==> config.mk <==
export PLATFORM = sky130hd
export DESIGN_NAME = io_port_access_pattern_counter
export DESIGN_NICKNAME = d
export VERILOG_FILES = /design/src/rtl/iopac_pkg.sv /design/src/rtl/iopac_match.sv /design/src/rtl/io_port_access_pattern_counter.sv
export VERILOG_INCLUDE_DIRS = /design/src /design/src/rtl
export SDC_FILE = /design/constraint.sdc
export NUM_CORES = 1
export LEC_CHECK = 0
export ABC_AREA = 1
export BUFFER_PORTS_ARGS = -buffer_cell sky130_fd_sc_hd__buf_2
export CAP_MARGIN = 20
export CORE_MARGIN = 2
export CORE_UTILIZATION = 55
export DETAILED_ROUTE_END_ITERATION = 12
export HOLD_SLACK_MARGIN = 0.12
export PLACE_DENSITY = 0.75
export SLEW_MARGIN = 20
export SYNTH_ARGS = -nofsm -noshare
export SYNTH_HDL_FRONTEND = slang
export SYNTH_SLANG_ARGS = --single-unit
==> constraint.sdc <==
create_clock -name clk_i -period 12.2 [get_ports clk_i]
set_clock_uncertainty 0.15 [all_clocks]
set_input_delay 0 -clock clk_i [delete_from_list [all_inputs] [get_ports clk_i]]
set_output_delay 0 -clock clk_i [all_outputs]
set_load 0.01 [all_outputs]
==> src/rtl/io_port_access_pattern_counter_defines.svh <==
// assertion macros for the io port access pattern counter
`ifndef IO_PORT_ACCESS_PATTERN_COUNTER_DEFINES_SVH
`define IO_PORT_ACCESS_PATTERN_COUNTER_DEFINES_SVH

`ifndef SYNTH
// property checked on every clock edge outside reset
`define IOPAC_ASSERT(lbl, prop) \
  lbl: assert property (@(posedge clk_i) disable iff (!rst_ni) (prop)) \
    else $error("iopac assertion failed");
// property checked on every clock edge, reset included
`define IOPAC_ASSERT_ALWAYS(lbl, prop) \
  lbl: assert property (@(posedge clk_i) (prop)) \
    else $error("iopac assertion failed");
`else
`define IOPAC_ASSERT(lbl, prop)
`define IOPAC_ASSERT_ALWAYS(lbl, prop)
`endif

`endif

==> src/rtl/iopac_pkg.sv <==
// shared types and constants of the io port access pattern counter
package iopac_pkg;

  localparam int unsigned NumPorts     = 5;
  localparam int unsigned PortW        = 16;
  localparam int unsigned ByteW        = 8;
  localparam int unsigned HitW         = 20;
  localparam int unsigned CountBitsDef = 20;
  localparam int unsigned CfgIdxW      = 3;
  localparam int unsigned SeenW        = 3;

  // instruction bytes: operand size prefix, mov dx imm16, in/out via dx
  localparam logic [ByteW-1:0] OpsizePrefix = 8'h66;
  localparam logic [ByteW-1:0] MovDxImm     = 8'hBA;
  // ec, ed, ee and ef share their top six bits
  localparam logic [5:0]       PortIoOpTop  = 6'b111011;

  // byte counter thresholds
  localparam logic [SeenW-1:0] SeenWindow = 3'd4;
  localparam logic [SeenW-1:0] SeenOk     = 3'd5;
  localparam logic [SeenW-1:0] SeenFull   = 3'd6;

  // configuration register indexes
  typedef enum logic [CfgIdxW-1:0] {
    RegSoundReason = 3'd0,
    RegModemCtrl   = 3'd1,
    RegBootFlag    = 3'd2,
    RegBootType    = 3'd3,
    RegBootUnit    = 3'd4
  } cfg_reg_e;

  // match outcome for one byte
  typedef struct packed {
    logic                any_hit;
    logic [NumPorts-1:0] port_hit;
  } hit_t;

  // one result beat: per-port counts then the total
  typedef struct packed {
    logic                         ok;
    logic [NumPorts:0][HitW-1:0]  hits;
  } result_t;

endpackage

==> src/rtl/iopac_match.sv <==
// pattern window check and priority port lookup
module iopac_match (
  input  logic [31:0]                          prior_i,
  input  logic [iopac_pkg::ByteW-1:0]          cur_i,
  input  logic                                 window_full_i,
  input  logic [iopac_pkg::NumPorts-1:0][iopac_pkg::PortW-1:0] ports_i,
  output iopac_pkg::hit_t                      hit_o
);
  import iopac_pkg::*;

  logic             pattern;
  logic [PortW-1:0] port;
  logic [NumPorts-1:0] eq;

  // 66 ba lo hi op with the oldest byte on top
  assign pattern = window_full_i
                && (prior_i[31:24] == OpsizePrefix)
                && (prior_i[23:16] == MovDxImm)
                && (cur_i[7:2] == PortIoOpTop);
  assign port = {prior_i[7:0], prior_i[15:8]};

  // compare against every configured port
  always_comb begin
    for (int k = 0; k < NumPorts; k++) begin
      eq[k] = (port == ports_i[k]);
    end
  end

  // first equal register wins
  always_comb begin
    hit_o.port_hit = '0;
    for (int k = NumPorts - 1; k >= 0; k--) begin
      if (eq[k]) begin
        hit_o.port_hit    = '0;
        hit_o.port_hit[k] = pattern;
      end
    end
    hit_o.any_hit = pattern && (eq != '0);
  end

endmodule

==> src/rtl/io_port_access_pattern_counter.sv <==
// top level of the io port access pattern counter
// Scans a code image one byte per beat for the sequence 66 BA lo hi op
// (op EC..EF, overlapping matches allowed) and counts, with saturating
// COUNT_BITS-bit counters, how often the port lo|hi<<8 equals each of five
// configured ports (first equal register wins) and in total. The beat marked
// final_byte_i yields one result beat with the low 20 bits of each count,
// or scan_ok_o low and zero counts when the image held fewer than six bytes;
// the scan state then clears, the port registers stay. A byte is taken every
// cycle unless stalled: it passes an input register, then window compare and
// counter update; the result leaves from a two-entry output buffer, so the
// input stalls only while the second entry holds a result. Configuration is
// always ready.
`include "io_port_access_pattern_counter_defines.svh"

module io_port_access_pattern_counter #(
  parameter int unsigned COUNT_BITS = iopac_pkg::CountBitsDef
) (
  input  logic                              clk_i,
  input  logic                              rst_ni,
  // byte channel
  input  logic                              in_valid_i,
  output logic                              in_stall_o,
  input  logic [iopac_pkg::ByteW-1:0]       image_byte_i,
  input  logic                              final_byte_i,
  // result channel
  output logic                              out_valid_o,
  input  logic                              out_stall_i,
  output logic                              scan_ok_o,
  output logic [iopac_pkg::HitW-1:0]        sound_hits_o,
  output logic [iopac_pkg::HitW-1:0]        modem_hits_o,
  output logic [iopac_pkg::HitW-1:0]        boot_flag_hits_o,
  output logic [iopac_pkg::HitW-1:0]        boot_type_hits_o,
  output logic [iopac_pkg::HitW-1:0]        boot_unit_hits_o,
  output logic [iopac_pkg::HitW-1:0]        all_hits_o,
  // configuration write channel
  input  logic                              cfg_valid_i,
  output logic                              cfg_ready_o,
  input  logic [iopac_pkg::CfgIdxW-1:0]     cfg_index_i,
  input  logic [iopac_pkg::PortW-1:0]       cfg_data_i
);
  import iopac_pkg::*;

  localparam logic [COUNT_BITS-1:0] CountMax = '1;

  // port registers
  logic [NumPorts-1:0][PortW-1:0] port_q;

  // input register
  logic             in_valid_q;
  logic [ByteW-1:0] byte_q;
  logic             final_q;

  // scan state
  logic [31:0]                         prior_q;
  logic [SeenW-1:0]                    seen_q;
  logic [NumPorts-1:0][COUNT_BITS-1:0] cnt_q, cnt_d;
  logic [COUNT_BITS-1:0]               total_q, total_d;

  // output buffer
  logic    out_valid_q, skid_valid_q;
  result_t out_q, skid_q, res_d;

  hit_t hit;
  logic fire;
  logic out_pop;

  assign cfg_ready_o = 1'b1;

  // configuration writes, indexes past the last register are dropped
  always_ff @(posedge clk_i or negedge rst_ni) begin
    if (!rst_ni) begin
      port_q <= '0;
    end else if (cfg_valid_i) begin
      unique case (cfg_index_i)
        RegSoundReason: port_q[RegSoundReason] <= cfg_data_i;
        RegModemCtrl:   port_q[RegModemCtrl]   <= cfg_data_i;
        RegBootFlag:    port_q[RegBootFlag]    <= cfg_data_i;
        RegBootType:    port_q[RegBootType]    <= cfg_data_i;
        RegBootUnit:    port_q[RegBootUnit]    <= cfg_data_i;
        default: ;
      endcase
    end
  end

  // a byte moves on unless the skid entry is taken
  assign fire       = in_valid_q && !skid_valid_q;
  assign in_stall_o = in_valid_q && !fire;
  assign out_pop    = out_valid_q && !out_stall_i;

  always_ff @(posedge clk_i or negedge rst_ni) begin
    if (!rst_ni) begin
      in_valid_q <= 1'b0;
    end else if (!in_stall_o) begin
      in_valid_q <= in_valid_i;
    end
  end

  always_ff @(posedge clk_i) begin
    if (in_valid_i && !in_stall_o) begin
      byte_q  <= image_byte_i;
      final_q <= final_byte_i;
    end
  end

  iopac_match u_match (
    .prior_i       (prior_q),
    .cur_i         (byte_q),
    .window_full_i (seen_q >= SeenWindow),
    .ports_i       (port_q),
    .hit_o         (hit)
  );

  // saturating counter updates
  always_comb begin
    for (int k = 0; k < NumPorts; k++) begin
      cnt_d[k] = cnt_q[k];
      if (hit.port_hit[k] && (cnt_q[k] != CountMax)) begin
        cnt_d[k] = cnt_q[k] + COUNT_BITS'(1);
      end
    end
    total_d = total_q;
    if (hit.any_hit && (total_q != CountMax)) begin
      total_d = total_q + COUNT_BITS'(1);
    end
  end

  // result of the final byte, zeroed for a short image
  always_comb begin
    res_d.ok = (seen_q >= SeenOk);
    for (int k = 0; k < NumPorts; k++) begin
      res_d.hits[k] = res_d.ok ? HitW'(cnt_d[k]) : '0;
    end
    res_d.hits[NumPorts] = res_d.ok ? HitW'(total_d) : '0;
  end

  // scan state, cleared after the final byte
  always_ff @(posedge clk_i or negedge rst_ni) begin
    if (!rst_ni) begin
      prior_q <= '0;
      seen_q  <= '0;
      cnt_q   <= '0;
      total_q <= '0;
    end else if (fire) begin
      if (final_q) begin
        prior_q <= '0;
        seen_q  <= '0;
        cnt_q   <= '0;
        total_q <= '0;
      end else begin
        prior_q <= {prior_q[23:0], byte_q};
        if (seen_q != SeenFull) begin
          seen_q <= seen_q + SeenW'(1);
        end
        cnt_q   <= cnt_d;
        total_q <= total_d;
      end
    end
  end

  // two-entry output buffer
  always_ff @(posedge clk_i or negedge rst_ni) begin
    if (!rst_ni) begin
      out_valid_q  <= 1'b0;
      skid_valid_q <= 1'b0;
    end else begin
      priority if (skid_valid_q) begin
        if (out_pop) begin
          skid_valid_q <= 1'b0;
        end
      end else if (fire && final_q) begin
        if (out_valid_q && !out_pop) begin
          skid_valid_q <= 1'b1;
        end else begin
          out_valid_q <= 1'b1;
        end
      end else if (out_pop) begin
        out_valid_q <= 1'b0;
      end
    end
  end

  always_ff @(posedge clk_i) begin
    priority if (skid_valid_q) begin
      if (out_pop) begin
        out_q <= skid_q;
      end
    end else if (fire && final_q) begin
      if (out_valid_q && !out_pop) begin
        skid_q <= res_d;
      end else begin
        out_q <= res_d;
      end
    end
  end

  assign out_valid_o      = out_valid_q;
  assign scan_ok_o        = out_q.ok;
  assign sound_hits_o     = out_q.hits[RegSoundReason];
  assign modem_hits_o     = out_q.hits[RegModemCtrl];
  assign boot_flag_hits_o = out_q.hits[RegBootFlag];
  assign boot_type_hits_o = out_q.hits[RegBootType];
  assign boot_unit_hits_o = out_q.hits[RegBootUnit];
  assign all_hits_o       = out_q.hits[NumPorts];

  // skid entry only fills behind a waiting head, unknown state held in reset
  `IOPAC_ASSERT_ALWAYS(a_skid_behind_head, !rst_ni || !skid_valid_q || out_valid_q)
  // at most one port counts a match
  `IOPAC_ASSERT(a_single_port_hit, $onehot0(hit.port_hit))
  // final byte leaves a clean scan state
  `IOPAC_ASSERT(a_clear_after_final,
    fire && final_q |=> (total_q == '0) && (seen_q == '0) && (prior_q == '0))
  // total only moves on a hit or a clear
  `IOPAC_ASSERT(a_total_needs_hit, fire && !hit.any_hit |=> total_q == '0 || $stable(total_q))
  // a short image reports no hits
  `IOPAC_ASSERT(a_short_image_zero, out_valid_o && !scan_ok_o |-> all_hits_o == '0)

endmodule
==> metrics.md <==
| Metric | Value |
|---|---|
| Synth Flop Type | `edfxtp_1` |
| I/O pin count | `157` |
| Reg-to-Reg End | `skid_q[104]$_DFFE_PP_` |
| Max Buffers Root-to-Sink | `3` |
| Switching Share | `0.314` |
| Die Y-Extent | `215 um` |
| Synth Cell Area | `24500 um2` |
| Leakage | `12.1 nW` |
| Residual DRC | `0` |
| P_int | `0.00338 W` |
| CP Class | `reg -> reg` |
| DPL Wire Length | `41200 um` |
| Crit path to | `skid_q[104]$_DFFE_PP_` |
| Initial antenna violation count | `1` |
| Worst setup SP type | `flip-flop` |
| Reg2reg start | `prior_q[14]$_DFFE_PN0P_` |
| FFs w/ async S/R, synth | `0.487` |
| Vias | `20300` |
| Placed cell count | `3451` |
| Tcrit/Tclk final | `0.375` |
| Main area contributors after synthesis | `edfxtp_1 (31%), dfrtp_1 (24%), nand2_1 (13%)` |
| Avg Vias per Cell | `5.63` |
| Number of global-route vias before repair | `20200` |
| Hold Path Class | `in -> reg` |
| Max Slew Vio Count | `0` |
| Worst Setup SP | `prior_q[14]$_DFFE_PN0P_` |
| Core Region | `44000 um2` |
| Setup violations, final | `0` |
| PortBufs | `155` |
| Clock power frac | `0.348` |
| Design area | `28100 um2` |
| Die Width | `215 um` |
| Unrepaired setup endpoints after global routing | `false` |
| Placed inst area | `25600 um2` |
| Largest net degree at the start of global routing | `126` |
| Final Hold Viols | `0` |
| Pwr Density | `176 nW/um2` |
| Max-slew headroom at the worst pin | `0.305` |
| Critical path capture point type | `flip-flop` |
| DR pass1 iterations | `6` |
| Worst-Skew Late Latency | `0.59 ns` |
| Sink Count | `489` |
| GR Util All Layers | `0.277` |
| Top-area cell type share of the netlist area | `0.308` |
| Row Count | `77` |
| Layout Nets | `3014` |
| Die area | `46200 um2` |
| Max_cap viols | `0` |
| Net Sw Power | `0.00155 W` |
| Status | `finished clean` |
| Sequential share of power | `0.446` |
| Final core utilization | `0.637` |
| Reg2reg path depth | `12` |
| Non-Filler Instances | `3605` |
| GP Congestion | `0.938` |
| Initial Util | `0.556` |
| CTS root buf | `clkbuf_16` |
| Cell variety after synth | `40` |
| Peak supply drop | `0.128 mV` |
| WL/cell | `17.8 um` |
| Pre-CTS setup slack | `7.77 ns` |
| Crit Path Max Fanout | `24` |
| CTS tree | `done` |
| Layout cell share with drive strength beyond 1 | `0.115` |
| Initial DRC count | `1820` |
| H-tree depth | `2` |
| Avg Inst Size Synth | `8.68 um2` |
| Crit path time final | `4.57 ns` |
| PostCTS Resize Cnt | `0` |
| Max Clk Rate | `0.219 GHz` |
| Number of synthesized flops with an enable pin | `251` |
| Sum of negative setup slack | `0 ns` |
| Least-Margin Pin Slew | `1.04 ns` |
| Synth Warn # | `0` |
| Fill cell count | `3590` |
| Clock transition at path regs | `0.06 ns` |
| R2R Setup Slk | `7.63 ns` |
| Arrival time at the worst endpoint | `4.75 ns` |
| Net count after synthesis | `2862` |
| Layout area overhead | `14.7%` |
| Final ANT Viol Nets | `0` |
| GR Overflow Total | `0` |
| Count leader, synth | `nand2_1` |
| Seq cells post-synth | `489` |
| Num CTS Buffers | `51` |
| First-pass GRT wire length | `103000 um` |
| Sequential share of the synthesized area | `0.552` |
| Fin worst setup slack | `7.63 ns` |
| Synthesized netlist cell count | `2819` |
| Final Routed Wirelength | `64000 um` |
| Critical Path RT | `12.38 ns` |
| Leading area contributor after synthesis | `edfxtp_1` |
| Top post-synthesis cells by count | `nand2_1 (869), inv_1 (268), edfxtp_1 (251), dfrtp_1 (238), nor2_1 (206)` |
| Gate power share | `0.206` |
worst max-delay path: stages, from the launching register on:
cell,delay (ns)
dfrtp_1,0.49
xor2_1,0.21
nor2_1,0.07
nand2_1,0.11
nor2_1,0.07
nand2_2,0.47
nand2_2,0.19
nor2_2,0.55
nand2_1,0.67
nand3_1,0.90
nand2_1,0.20
nand2_1,0.16
nor2_1,0.05
layout by cell type, fill, tap and decap left out, drive strengths merged, types with 10 or more instances in the layout:
master / n
dlygate4sd3: 57
nand4: 160
nor4: 15
nand2: 896
clkbuf: 65
buf: 176
a21oi: 15
edfxtp: 251
inv: 286
nor2: 234
o21ai: 180
clkinv: 16
o22ai: 81
nand3: 109
ha: 10
bufinv: 11
xor2: 122
nor3: 60
dfrtp: 238
through the flow:
stage / hold WS [ns] / power (W)
2_1_floorplan: -0.446 / 0.00288
3_3_place_gp: 0.0268 / 0.00319
3_5_place_dp: 0.0281 / 0.00322
4_1_cts: 0.129 / 0.00495
5_1_grt: 0.190 / 0.00513
6_report: 0.151 / 0.00493
layer usage:
metal / track usage / wire length (um) / vias up / part of all wire
li1: - / - / 9640 / -
met1: 0.371 / 27200 / 9712 / 0.42
met2: 0.449 / 30100 / 802 / 0.47
met3: 0.0398 / 4190 / 147 / 0.066
met4: 0.130 / 2570 / 0 / 0.040
met5: 0 / 0 / - / 0
repair_timing:
item,4_1_cts,5_1_grt
setup buffers,0,0
endpoints found under the hold margin,274,0
hold buffers,58,0
power by group through the flow:
stage / combinational (W) / clock, W / sequential, W
after floorplan: 0.000646 / 0 / 0.00223
after CTS: 0.00101 / 0.00174 / 0.00220
final: 0.00102 / 0.00172 / 0.00220
after detailed placement: 0.000993 / 0 / 0.00223
after global placement: 0.000970 / 0 / 0.00222
after global routing: 0.00111 / 0.00180 / 0.00222
registers in the layout (all words and copies together), names as in the netlist, 3 cells and up:
signal	flops
all_hits_o	20
boot_flag_hits_o	20
boot_type_hits_o	20
boot_unit_hits_o	20
byte_q	8
cnt_q	100
modem_hits_o	20
port_q	80
prior_q	32
seen_q	3
skid_q	121
sound_hits_o	20
total_q	20
worst min path at each step:
| stage | startpoint | end | slack [ns] | depth (start not counted) |
|---|---|---|---|---|
| CTS | cfg_data_i[10] | port_q[42]$_DFFE_PN0P_ | 0.13 | 4 |
| floorplan | rst_ni | cnt_q[0]$_DFFE_PN0P_ | -0.45 | 0 |
| detailed placement | image_byte_i[7] | byte_q[7]$_DFFE_PP_ | 0.03 | 1 |
| global placement | image_byte_i[5] | byte_q[5]$_DFFE_PP_ | 0.03 | 1 |
| finish | cfg_data_i[4] | port_q[52]$_DFFE_PN0P_ | 0.15 | 4 |
| global route | cfg_data_i[4] | port_q[52]$_DFFE_PN0P_ | 0.19 | 4 |
kinds of logic (layout without fill, tap and decap cells):
family,after synthesis,count (layout),synth area share
AND/OR/NAND/NOR,1488,1488,0.265
AO/OA/AOI/OAI,280,280,0.0618
other,1,2,0.000153
adder cells (fa/ha/maj),10,10,0.00511
flip-flops,489,489,0.552
buffers and inverters,421,614,0.0696
XOR/XNOR,130,130,0.0465
area by class of cell:
| class | count | area, um2 | share of cell area |
|---|---|---|---|
| Timing Repair Buffer | 233 | 1560 | 0.0555 |
| Sequential cell | 489 | 13500 | 0.481 |
| Multi-Input combinational cell | 1909 | 9310 | 0.332 |
| Clock buffer | 65 | 1440 | 0.0514 |
| Clock inverter | 29 | 423 | 0.0151 |
| Inverter | 287 | 1080 | 0.0386 |
| Antenna cell | 1 | 2.50 | 0.0000892 |
| Tap cell | 592 | 741 | 0.0264 |
Note: power is estimated with default switching activity, not from simulation.
